### src/design/lsra_pkg.sv
`default_nettype none
package lsra_pkg;
   localparam int NUM_REGS   = 32;
   localparam int MAX_ACTIVE = 32;
   localparam int POINT_BITS = 16;

   localparam int CNT_W  = $clog2(MAX_ACTIVE + 1);
   localparam int USED_W = $clog2(NUM_REGS + 1);
   localparam int SUM_W  = USED_W + 5;

   typedef logic [NUM_REGS-1:0]   regs_type;
   typedef logic [POINT_BITS-1:0] point_type;
   typedef logic [CNT_W-1:0]      cnt_type;
   typedef logic [USED_W-1:0]     used_type;

   typedef enum logic [1:0] {
      OUT_ALLOC  = 2'd0,
      OUT_SPILL  = 2'd1,
      OUT_VICTIM = 2'd2,
      OUT_ERROR  = 2'd3
   } outcome_type;

   // Commands from the controller to the datapath.
   typedef struct packed {
      logic load;
      logic expire;
      logic pick;
      logic insert;
      logic spill;
      logic error;
      logic emit;
   } cmd_type;

   // Status from the datapath to the controller.
   typedef struct packed {
      logic expire_hit;
      logic fits;
      logic list_empty;
      logic pick_done;
   } status_type;
endpackage
`default_nettype wire

### src/design/lsra_ctrl.sv
`default_nettype none
module lsra_ctrl (
   input  wire logic                clock,
   input  wire logic                reset,
   input  wire logic                req_valid,
   output logic                     req_stall,
   output logic                     rsp_valid,
   input  wire logic                rsp_stall,
   input  wire lsra_pkg::status_type status,
   output lsra_pkg::cmd_type        cmd
);
   import lsra_pkg::*;

   typedef enum logic [2:0] {
      ST_IDLE,
      ST_EXPIRE,
      ST_DECIDE,
      ST_PICK,
      ST_FINISH
   } state_type;

   state_type state_ff, state_in;
   logic      rsp_valid_ff, rsp_valid_in;

   always_comb begin
      cmd      = '0;
      state_in = state_ff;
      case (state_ff)
         ST_IDLE: begin
            cmd.load = req_valid;
            if (req_valid) state_in = ST_EXPIRE;
         end
         ST_EXPIRE: begin
            cmd.expire = status.expire_hit;
            if (!status.expire_hit) state_in = ST_DECIDE;
         end
         ST_DECIDE: begin
            if (status.fits) begin
               state_in = ST_PICK;
            end else if (status.list_empty) begin
               cmd.error = 1'b1;
               state_in  = ST_FINISH;
            end else begin
               cmd.spill = 1'b1;
               state_in  = ST_FINISH;
            end
         end
         ST_PICK: begin
            if (status.pick_done) begin
               cmd.insert = 1'b1;
               state_in   = ST_FINISH;
            end else begin
               cmd.pick = 1'b1;
            end
         end
         ST_FINISH: begin
            cmd.emit = !rsp_valid_ff || !rsp_stall;
            if (cmd.emit) state_in = ST_IDLE;
         end
         default: state_in = ST_IDLE;
      endcase
   end

   always_comb begin
      rsp_valid_in = rsp_valid_ff;
      if (cmd.emit) rsp_valid_in = 1'b1;
      else if (!rsp_stall) rsp_valid_in = 1'b0;
   end

   always_ff @(posedge clock) begin
      if (reset) begin
         state_ff     <= ST_IDLE;
         rsp_valid_ff <= 1'b0;
      end else begin
         state_ff     <= state_in;
         rsp_valid_ff <= rsp_valid_in;
      end
   end

   assign req_stall = (state_ff != ST_IDLE);
   assign rsp_valid = rsp_valid_ff;
endmodule
`default_nettype wire

### config.mk
export PLATFORM = sky130hd
export DESIGN_NAME = lsra_ctrl
export DESIGN_NICKNAME = d
export VERILOG_FILES = /design/src/design/lsra_pkg.sv /design/src/design/lsra_ctrl.sv
export SDC_FILE = /design/constraint.sdc
export NUM_CORES = 1
export LEC_CHECK = 0
export ABC_AREA = 0
export BUFFER_PORTS_ARGS = -buffer_cell sky130_fd_sc_hd__buf_2
export CAP_MARGIN = 20
export CORE_AREA = 2 2 39 41
export CTS_CLUSTER_SIZE = 8
export DETAILED_ROUTE_END_ITERATION = 16
export DIE_AREA = 0 0 41 43
export SYNTH_ARGS = -nofsm -noshare
export SYNTH_HDL_FRONTEND = slang
export SYNTH_SLANG_ARGS = --single-unit
### constraint.sdc
create_clock -name clock -period 2.1 [get_ports clock]
set_input_delay 0.105 -clock clock [delete_from_list [all_inputs] [get_ports clock]]
set_output_delay 0.105 -clock clock [all_outputs]
set_load 0.01 [all_outputs]
==> results of run 1 <==
metrics by stage:
step           cells  area (um^2)
2_1_floorplan     35          263
3_3_place_gp      65          350
3_5_place_dp      65          350
4_1_cts           68          373
5_1_grt           68          373
6_report          68          373
metal layers:
layer,GRT usage,routed length [um]
met2,0.113,327
met4,0.100,27
met5,0,0
met1,0.103,250
met3,0.0471,33
cell type report:
| type | instances | area (um^2) | share of cell area |
|---|---|---|---|
| multi-input combinational | 28 | 166 | 0.446 |
| sequential | 4 | 80.1 | 0.215 |
| timing repair buffer | 16 | 80.1 | 0.215 |
| inverter | 1 | 3.75 | 0.0101 |
| tap | 16 | 20.0 | 0.0537 |
| clock buffer | 3 | 22.5 | 0.0604 |
kinds of logic after synthesis:
group,count (synthesis),share of synthesized area
buffers and inverters,3,0.0619
AND/OR/NAND/NOR,20,0.419
flip-flops,4,0.305
AO/OA/AOI/OAI,8,0.214
synthesized netlist by cell type (all sizes together):
library cell	count
nand2	6
a21oi	4
and2b	1
nor4	1
nand2b	1
and3	2
nor3	1
a2111oi	1
o32ai	1
dfxtp	4
buf	2
o21ai	1
and3b	1
nor2	5
inv	1
a211oi	1
nor2b	1
or3	1
flip-flops by register name, indices dropped and copies added, names as in the netlist:
name,count
state_ff,3
rsp_valid,1
worst paths after layout:
check               from           to  slack (ns)  cells past startpoint
max reg2reg  state_ff[0]  state_ff[1]        1.05                      3
max          state_ff[0]       cmd[6]        0.74                      3
min                reset  state_ff[0]        0.09                      2
min reg2reg    rsp_valid    rsp_valid        0.49                      2
worst max-delay path, delay by kind of cell, from the launching register on:
| kind | cells | cell delay, ns |
|---|---|---|
| simple gates | 2 | 0.49 |
| flops | 1 | 0.39 |
| buf+inv | 1 | 0.12 |
power groups by stage:
| stage | sequential (uW) | combinational, uW | clock, uW |
|---|---|---|---|
| 5_1_grt | 95.5 | 70.4 | 108 |
| 6_report | 94.0 | 62.6 | 99.3 |
| 4_1_cts | 93.9 | 64.3 | 106 |
| 2_1_floorplan | 88.2 | 47.6 | 0 |
| 3_3_place_gp | 94.8 | 63.1 | 0 |
| 3_5_place_dp | 95.3 | 64.0 | 0 |
==> metrics.md, run 1 <==
| Metric | Value |
|---|---|
| Run status | `completed` |
| Syn nets | `43` |
| Final worst slack | `0.743 ns` |
| Syn avg cell area | `7.51 um^2` |
| Remaining DRCs | `0` |
| Setup repair bufs after CTS | `0` |
| Arr. time, crit path | `1.25 ns` |
| Clk_lat worst skew | `0.24 ns` |
| Via count | `slightly above 300` |
| Share of layout cells above drive strength 1 | `0.462` |
| Synth area leaders | `dfxtp_1, nand2_1, a21oi_1` |
| Startpoint class of the critical path | `flop` |
| Tot Pwr | `256 uW` |
| Flop pwr share | `0.367` |
| N_diodes | `0` |
| Cts repair resizes | `0` |
| Vias in the first global route | `269` |
| Detailed router's first-iteration violation count | `3` |
| Leakage Power | `around 0.00019 uW` |
| Port bufs | `16` |
| Chip height | `43 um` |
| CTS Sinks | `4` |
| Layout net count | `62` |
| Post-layout util | `0.269` |
| Crit end category | `output pin` |
| Crit-path max FO | `11` |
| WL/cell | `about 9.4 um` |
| Actual slew at the worst max-slew pin | `~0.32 ns` |
| Switching pwr | `between 70 and 80 uW` |
| Synthesized area | `263 um^2` |
| Hold buffers post-CTS | `0` |
| Hold slack | `0.0871 ns` |
| Root buf cell | `clkbuf_4` |
| Pre-CTS setup slack | `0.992 ns` |
| Clock Power Share | `0.388` |
| Comb pwr share | `0.245` |
| Critical-path cell list | `or3_4 > nor2_2 > buf_2` |
| Commonest non-fill, non-tap cell in the layout | `buf_2` |
| Sequential-to-total area share from yosys stat | `0.305` |
| Required @ worst endpoint | `2.00 ns` |
| Hold WC Path Type | `in -> reg` |
| Routed WL | `639 um` |
| YS warnings | `0` |
| Maxcap violations | `0` |
| Largest net degree at the start of global routing | `12` |
| Rel. slew slack | `0.788` |
| Maximum VDD drop | `0.241 mV` |
| Synth cell types | `20` |
| Period utilization | `0.646` |
| Core Region | `0.00138 mm^2` |
| Die ar. | `0.00176 mm^2` |
| Synth Register Bits | `4` |
| Minimum clock period | `between 1 and 1.5 ns` |
| Drt via density | `4.51` |
| Final ANT Viol Nets | `0` |
| Synth area leader | `dfxtp_1` |
| CP max-delay cell | `or3_4` |
| Routability cong. | `0.774` |
| Drt first pass iters | `4` |
| Final hold vios | `0` |
| Worst path max stage delay | `between 0.4 and 0.5 ns` |
| Worst Setup Path Type | `reg -> out` |
| Setup Viol. Count Final | `0` |
| Most frequent cells in the layout | `buf_2, nand2_1, nor2_1, a21oi_1, dfxtp_1` |
| TritonCTS buffer count | `3` |
| Clock transition at the registers of the reported paths | `0.04 ns` |
| Initial cell density of the core | `0.190` |
| Grt total ovfl | `0` |
| CTS tree | `done` |
| Setup Skew | `approximately 0.0019 ns` |
| Layout fillers | `157` |
| Cell Int Power | `178 uW` |
| Sw frac | `0.303` |
| Setup tns final | `0 ns` |
| PwrDens | `687 mW/mm^2` |
| Max Clock Freq | `approximately 0.74 GHz` |
| Die W | `41 um` |
| Top cell type's share of synthesized area | `0.305` |
| Htree depth | `1` |
| Pins Over Slew Limit | `0` |
| Initial antenna violation count | `0` |
| Area Overhead vs Synth | `41.9%` |
| Num ports | `17` |
| First-pass GRT wire length | `approximately 1000 um` |
| Cells after Synth | `35` |
| Gr usage total | `0.0925` |
| Worst-case clock buffer depth | `2` |
| FP Rows | `14` |
| RSZ-0062 raised after global routing | `false` |
| Final HPWL DP | `508 um` |
(Power assumes the default switching activity.)
==> run 2: changes to the inputs <==
Settings changed: ABC_AREA 0 to 1.
Clock period 2.1 ns to 1.15 ns, I/O delays scaled along.
==> metrics.md, run 2 <==
| Metric | Value |
|---|---|
| Pins Over Slew Limit | `0 (unchanged)` |
| Hold WC Path Type | `in -> reg` |
| Chip height | `43 um (unchanged)` |
| Actual slew at the worst max-slew pin | `0.253 ns (-0.0644 ns)` |
| Num ports | `17 (unchanged)` |
| Leakage Power | `0.000280 uW (+50%)` |
| Critical-path cell list | `inv_4 > buf_6 > nand4_1 > inv_1 > buf_6` |
| Clock Power Share | `0.155 (-0.233)` |
| Final HPWL DP | `543 um (+6.8%)` |
| Arr. time, crit path | `1.08 ns (-0.17 ns)` |
| Crit end category | `output pin` |
| FF-to-FF Start | `state_ff[1]` |
| RSZ-0062 raised after global routing | `true` |
| Clock transition at the registers of the reported paths | `0.03 ns (about the same)` |
| CTS tree | `done` |
| Worst-case clock buffer depth | `2 (unchanged)` |
| Cell Int Power | `600 uW (+240%)` |
| Area Overhead vs Synth | `68.6%` |
| Largest net degree at the start of global routing | `7 (-5)` |
| Grt total ovfl | `0 (unchanged)` |
| Initial cell density of the core | `0.222 (+0.0316)` |
| Root buf cell | `clkbuf_4` |
| Routed WL | `824 um (+29%)` |
| Clk_lat worst skew | `0.23 ns (about the same)` |
| Switching pwr | `488 uW (+530%)` |
| Count leader, synth | `nor2_1` |
| WL/cell | `9.36 um (-0.36%)` |
| Maxcap violations | `0 (unchanged)` |
| Setup Viol. Count Final | `0 (unchanged)` |
| Layout fillers | `154 (-1.9%)` |
| Remaining DRCs | `0 (unchanged)` |
| Worst path top cell family by delay | `buffers and inverters` |
| Maximum VDD drop | `0.540 mV (+120%)` |
| PwrDens | `2110 mW/mm^2 (+210%)` |
| Layout net count | `82 (+32%)` |
| Final hold vios | `0 (unchanged)` |
| Detailed router's first-iteration violation count | `2 (-1)` |
| Met2 track demand over resource | `0.169 (+0.0563)` |
| Syn avg cell area | `6.01 um^2 (-20%)` |
| Die ar. | `0.00176 mm^2 (unchanged)` |
| Port bufs | `16 (unchanged)` |
| Ys async rst share | `0 (unchanged)` |
| Drt via density | `4.20 (-6.9%)` |
| Cells after Synth | `51 (+46%)` |
| Sequential-to-total area share from yosys stat | `0.261 (-0.0435)` |
| Worst hold stages | `2 (unchanged)` |
| Required @ worst endpoint | `1.09 ns (-0.91 ns)` |
| Top cell type's share of synthesized area | `0.261 (-0.0435)` |
| Vias in the first global route | `333 (+24%)` |
| Worst reg-to-reg setup slack | `0.05 ns (-1.00 ns)` |
| Worst Setup Path Type | `reg -> out` |
| FP Rows | `14 (unchanged)` |
| First-pass GRT wire length | `1150 um (+14%)` |
| Final worst slack | `0.0158 ns (-0.727 ns)` |
| Initial antenna violation count | `0 (unchanged)` |
| CTS Sinks | `4 (unchanged)` |
| Setup tns final | `0 ns (unchanged)` |
| Synth cell types | `14 (-30%)` |
| Met1 GRT Util | `0.0874 (-0.0158)` |
| Synth Register Bits | `4 (unchanged)` |
| Flop pwr share | `0.285 (-0.082)` |
| YS warnings | `0 (unchanged)` |
| Setup Skew | `0.00122 ns (-0.000718 ns)` |
| Worst path max stage delay | `0.36 ns (-0.06 ns)` |
| Htree depth | `1 (unchanged)` |
| GRT met3 Usage | `0.0314 (-0.0157)` |
| Crit-path max FO | `3 (-8)` |
| Minimum clock period | `1.13 ns` |
| Pre-CTS setup slack | `0.0460 ns (-0.946 ns)` |
| TritonCTS buffer count | `3 (unchanged)` |
| Startpoint class of the critical path | `flop` |
| Rel. slew slack | `0.829 (+0.0415)` |
| Top reg by flops | `state_ff` |
| Synth area leaders | `dfxtp_1, nor2_1, inv_1` |
| N_diodes | `0 (unchanged)` |
| Hold_sp | `reset` |
| Sw frac | `0.449 (+0.145)` |
| Share of layout cells above drive strength 1 | `0.597 (+0.136)` |
| Max FFs per register | `3 (unchanged)` |
| Post-synth top cells | `nor2_1, inv_1, nand2_1` |
| Period utilization | `0.986` |
| Via count | `370 (+21%)` |
| Comb pwr share | `0.560 (+0.315)` |
| Post-layout util | `0.373 (+0.104)` |
| Most frequent cells in the layout | `buf_2, inv_1, nor2_1, nand2_2, nand2_1` |
| Worst R2R End | `state_ff[0]` |
| Synth Flop Type | `dfxtp_1` |
| Worst Hold Path EP | `state_ff[1]` |
| Max Clock Freq | `0.882 GHz` |
| Final ANT Viol Nets | `0 (unchanged)` |
| Synth area leader | `dfxtp_1` |
| Routability cong. | `0.711 (-8.2%)` |
| Top Usage Layer GRT | `met2` |
| Synthesized area | `307 um^2 (+17%)` |
| Post-synth EDFFs | `0 (unchanged)` |
| Core Region | `0.00138 mm^2 (unchanged)` |
| Drt first pass iters | `2 (-2)` |
| Syn nets | `59 (+37%)` |
| CP max-delay cell | `dfxtp_4` |
| Run status | `completed` |
| Die W | `41 um (unchanged)` |
| Gr usage total | `0.0996 (+0.00714)` |
| CP bufs+invs | `4 (+3)` |
| Cell mode on critical path | `buf_6` |
| Commonest non-fill, non-tap cell in the layout | `buf_2` |
| Worst r2r path cells | `7 (+4)` |
==> run 2: worst max path at each step <==
| stage | start | to | slack (ns) | depth (start not counted) |
|---|---|---|---|---|
| 6_report | state_ff[1] | cmd[5] | 0.02 | 5 |
| 5_1_grt | state_ff[0] | cmd[4] | -0.06 | 5 |
| 4_1_cts | state_ff[0] | cmd[0] | -0.03 | 4 |
| 3_5_place_dp | state_ff[0] | state_ff[2] | 0.05 | 7 |
| 3_3_place_gp | state_ff[2] | state_ff[0] | 0.06 | 6 |
| 2_1_floorplan | state_ff[0] | state_ff[2] | 0.16 | 6 |
==> run 2: cell type report <==
type	instances	area, um^2	area share
Multi-Input combinational cell	35	206	0.400
Timing Repair Buffer	19	119	0.230
Sequential cell	4	91.3	0.177
Inverter	11	57.6	0.111
Clock buffer	3	22.5	0.0436
Tap cell	16	20.0	0.0387
==> run 2: cell families (layout without fill, tap and decap cells) <==
kind of cell,count (synthesis),after routing,share of synthesized area
buffers and inverters,12,33,0.204
AOI/OAI and AO/OA,6,6,0.0979
DFF,4,4,0.261
and+or+nand+nor,29,29,0.437
==> run 2: what timing repair did <==
item,CTS,global route
hold buffers,0,0
gates resized for setup,6,20
setup buffers,2,1
setup endpoints to repair,5,11
pin swaps,3,6
==> run 2: routing by layer <==
layer  up-vias  share of wire  wire length, um
li1        195              -                -
met1       163           0.35              285
met2        10           0.60              491
met3         2          0.039               32
met4         0          0.017               14
met5         -              0                0
==> run 2: power groups by stage <==
stage,Clock (uW),Sequential [uW],Combinational (uW)
after floorplan,0,238,360
after global placement,0,243,482
after detailed placement,0,244,479
after CTS,177,257,510
after global routing,187,318,686
final,169,310,610
==> run 2: metrics by stage <==
step,hold slack [ns],instances,total power (uW),instance area (um^2)
after CTS,0.0187,87,943,445
after floorplan,0.127,51,598,307
after global routing,0.0249,88,1190,517
after detailed placement,0.273,82,724,399
after global placement,0.271,82,726,399
final,0.0200,88,1090,517
==> run 3: changes to the inputs <==
Settings changed: CORE_AREA 2 2 39 41 to 3 3 40 42, DIE_AREA 0 0 41 43 to 0 0 43 45.
==> metrics.md, run 3 (synthesized netlist as in run 2, its figures left out) <==
| Metric | Value |
|---|---|
| Run status | `completed` |
| Crit-path max FO | `4 (+1)` |
| RSZ-0062 raised after global routing | `true` |
| Final HPWL DP | `599 um (+10%)` |
| FP Rows | `13 (-1)` |
| Port bufs | `16 (unchanged)` |
| Num ports | `17 (unchanged)` |
| Drt first pass iters | `4 (+2)` |
| Crit end category | `output pin` |
| Via count | `348 (-5.9%)` |
| Vias in the first global route | `280 (-16%)` |
| Initial cell density of the core | `0.239 (+0.0170)` |
| Max FFs per register | `3 (unchanged)` |
| Tot Pwr | `999 uW (-8.2%)` |
| Setup Skew | `0.00565 ns (+0.00444 ns)` |
| Maximum VDD drop | `0.775 mV (+44%)` |
| Period utilization | `0.982 (-0.00432)` |
| Pre-CTS setup slack | `0.0257 ns (-0.0203 ns)` |
| Final hold vios | `0 (unchanged)` |
| Maxcap violations | `0 (unchanged)` |
| Htree depth | `1 (unchanged)` |
| Layout fillers | `142 (-7.8%)` |
| Core Region | `0.00128 mm^2 (-7.1%)` |
| Root buf cell | `clkbuf_4` |
| Most frequent cells in the layout | `buf_2, nand2_1, inv_1, nor2_1, nand2_2` |
| CTS Sinks | `4 (unchanged)` |
| Leakage Power | `0.000262 uW (-6.5%)` |
| Met1 wire length | `324 um (+14%)` |
| TritonCTS buffer count | `3 (unchanged)` |
| Chip height | `45 um (+4.7%)` |
| Commonest non-fill, non-tap cell in the layout | `buf_2` |
| Top layer in use | `met3` |
| Clk_lat worst skew | `0.23 ns (about the same)` |
| Final ANT Viol Nets | `0 (unchanged)` |
| Met3 wire length | `44 um (+38%)` |
| Initial antenna violation count | `0 (unchanged)` |
| Routed WL | `701 um (-15%)` |
| Worst Setup Path Type | `reg -> out` |
| Setup tns final | `0 ns (unchanged)` |
| Worst hold stages | `2 (unchanged)` |
| Arr. time, crit path | `1.07 ns (about the same)` |
| Worst reg-to-reg setup slack | `0.05 ns (about the same)` |
| WL/cell | `8.35 um (-11%)` |
| Startpoint class of the critical path | `flop` |
| Final worst slack | `0.0207 ns (+0.00497 ns)` |
| Hold buffers post-CTS | `0 (unchanged)` |
| Actual slew at the worst max-slew pin | `0.203 ns (-0.0502 ns)` |
| Largest net degree at the start of global routing | `7 (unchanged)` |
| Worst R2R End | `state_ff[0]` |
| Routability cong. | `0.719 (+1.2%)` |
| Die ar. | `0.00194 mm^2 (+9.8%)` |
| Worst-case clock buffer depth | `2 (unchanged)` |
| First-pass GRT wire length | `1080 um (-6.0%)` |
| Die W | `43 um (+4.9%)` |
| Hold WC Path Type | `in -> reg` |
| FF-to-FF Start | `state_ff[1]` |
| Pins Over Slew Limit | `0 (unchanged)` |
| Grt total ovfl | `0 (unchanged)` |
| Setup Viol. Count Final | `0 (unchanged)` |
| Gr usage total | `0.0766 (-0.0230)` |
| Max Clock Freq | `0.886 GHz (+0.44%)` |
| Minimum clock period | `1.13 ns (-0.00497 ns)` |
| Share of layout cells above drive strength 1 | `0.536 (-0.0610)` |
| DR WL met2 | `332 um (-32%)` |
| Top reg by flops | `state_ff` |
| PwrDens | `2140 mW/mm^2 (+1.4%)` |
| CTS tree | `done` |
| Required @ worst endpoint | `1.09 ns (about the same)` |
| Remaining DRCs | `0 (unchanged)` |
| Worst Hold Path EP | `state_ff[1]` |
| N_diodes | `0 (unchanged)` |
| Hold_sp | `reset` |
| Hold slack | `0.0396 ns (+0.0196 ns)` |
| Clock transition at the registers of the reported paths | `0.03 ns (about the same)` |
| Layout net count | `79 (-3.7%)` |
| Area Overhead vs Synth | `52.7%` |
| Worst r2r path cells | `6 (-1)` |
| Detailed router's first-iteration violation count | `11 (+9)` |
| Rel. slew slack | `0.863 (+0.0338)` |
| Drt via density | `4.14 (-1.5%)` |
## run 3: power by group
group          internal, uW  switching, uW
sequential              211           83.3
combinational           226            311
clock                   116           51.6
total                   553            446
## run 3: worst max-delay path, cell delays in order (launching register included)
cell	delay [ns]
dfxtp_4	0.37
inv_4	0.05
nor2_4	0.10
nand2_2	0.08
nor3_2	0.10
buf_2	0.15
## run 3: what timing repair did
action / CTS / global route
pin swaps: 1 / 1
endpoints found under the setup margin: 6 / 10
cloned: 0 / 0
resized for setup: 4 / 15
buffers inserted: 0 / 0
## run 3: how the worst max path moves through the flow
stage                           start           to  slack, ns
after floorplan           state_ff[0]  state_ff[2]       0.16
after global placement    state_ff[0]  state_ff[2]       0.03
after detailed placement  state_ff[0]  state_ff[2]       0.03
after CTS                 state_ff[1]       cmd[2]      -0.04
after global routing      state_ff[1]       cmd[2]      -0.05
final                     state_ff[1]       cmd[2]       0.02
## run 3: final cells by class
class / instances / area (um^2) / share of cell area
clock buffer: 3 / 22.5 / 0.0481
inverter: 11 / 57.6 / 0.123
multi-input combinational: 35 / 191 / 0.409
sequential: 4 / 91.3 / 0.195
tap: 15 / 18.8 / 0.0401
timing repair buffer: 16 / 86.3 / 0.184
## run 3: stage by stage
| step | utilization | area (um^2) | instances |
|---|---|---|---|
| after floorplan | - | 307 | 51 |
| after global placement | 0.310 | 398 | 81 |
| after detailed placement | 0.310 | 398 | 81 |
| after CTS | 0.335 | 430 | 84 |
| after global routing | 0.364 | 468 | 84 |
| final | 0.364 | 468 | 84 |
## run 3: metal layers
layer,up-vias,global-route usage
met5,-,0
met4,0,0.0542
met3,0,0.0279
met2,9,0.117
met1,145,0.0892
li1,194,-
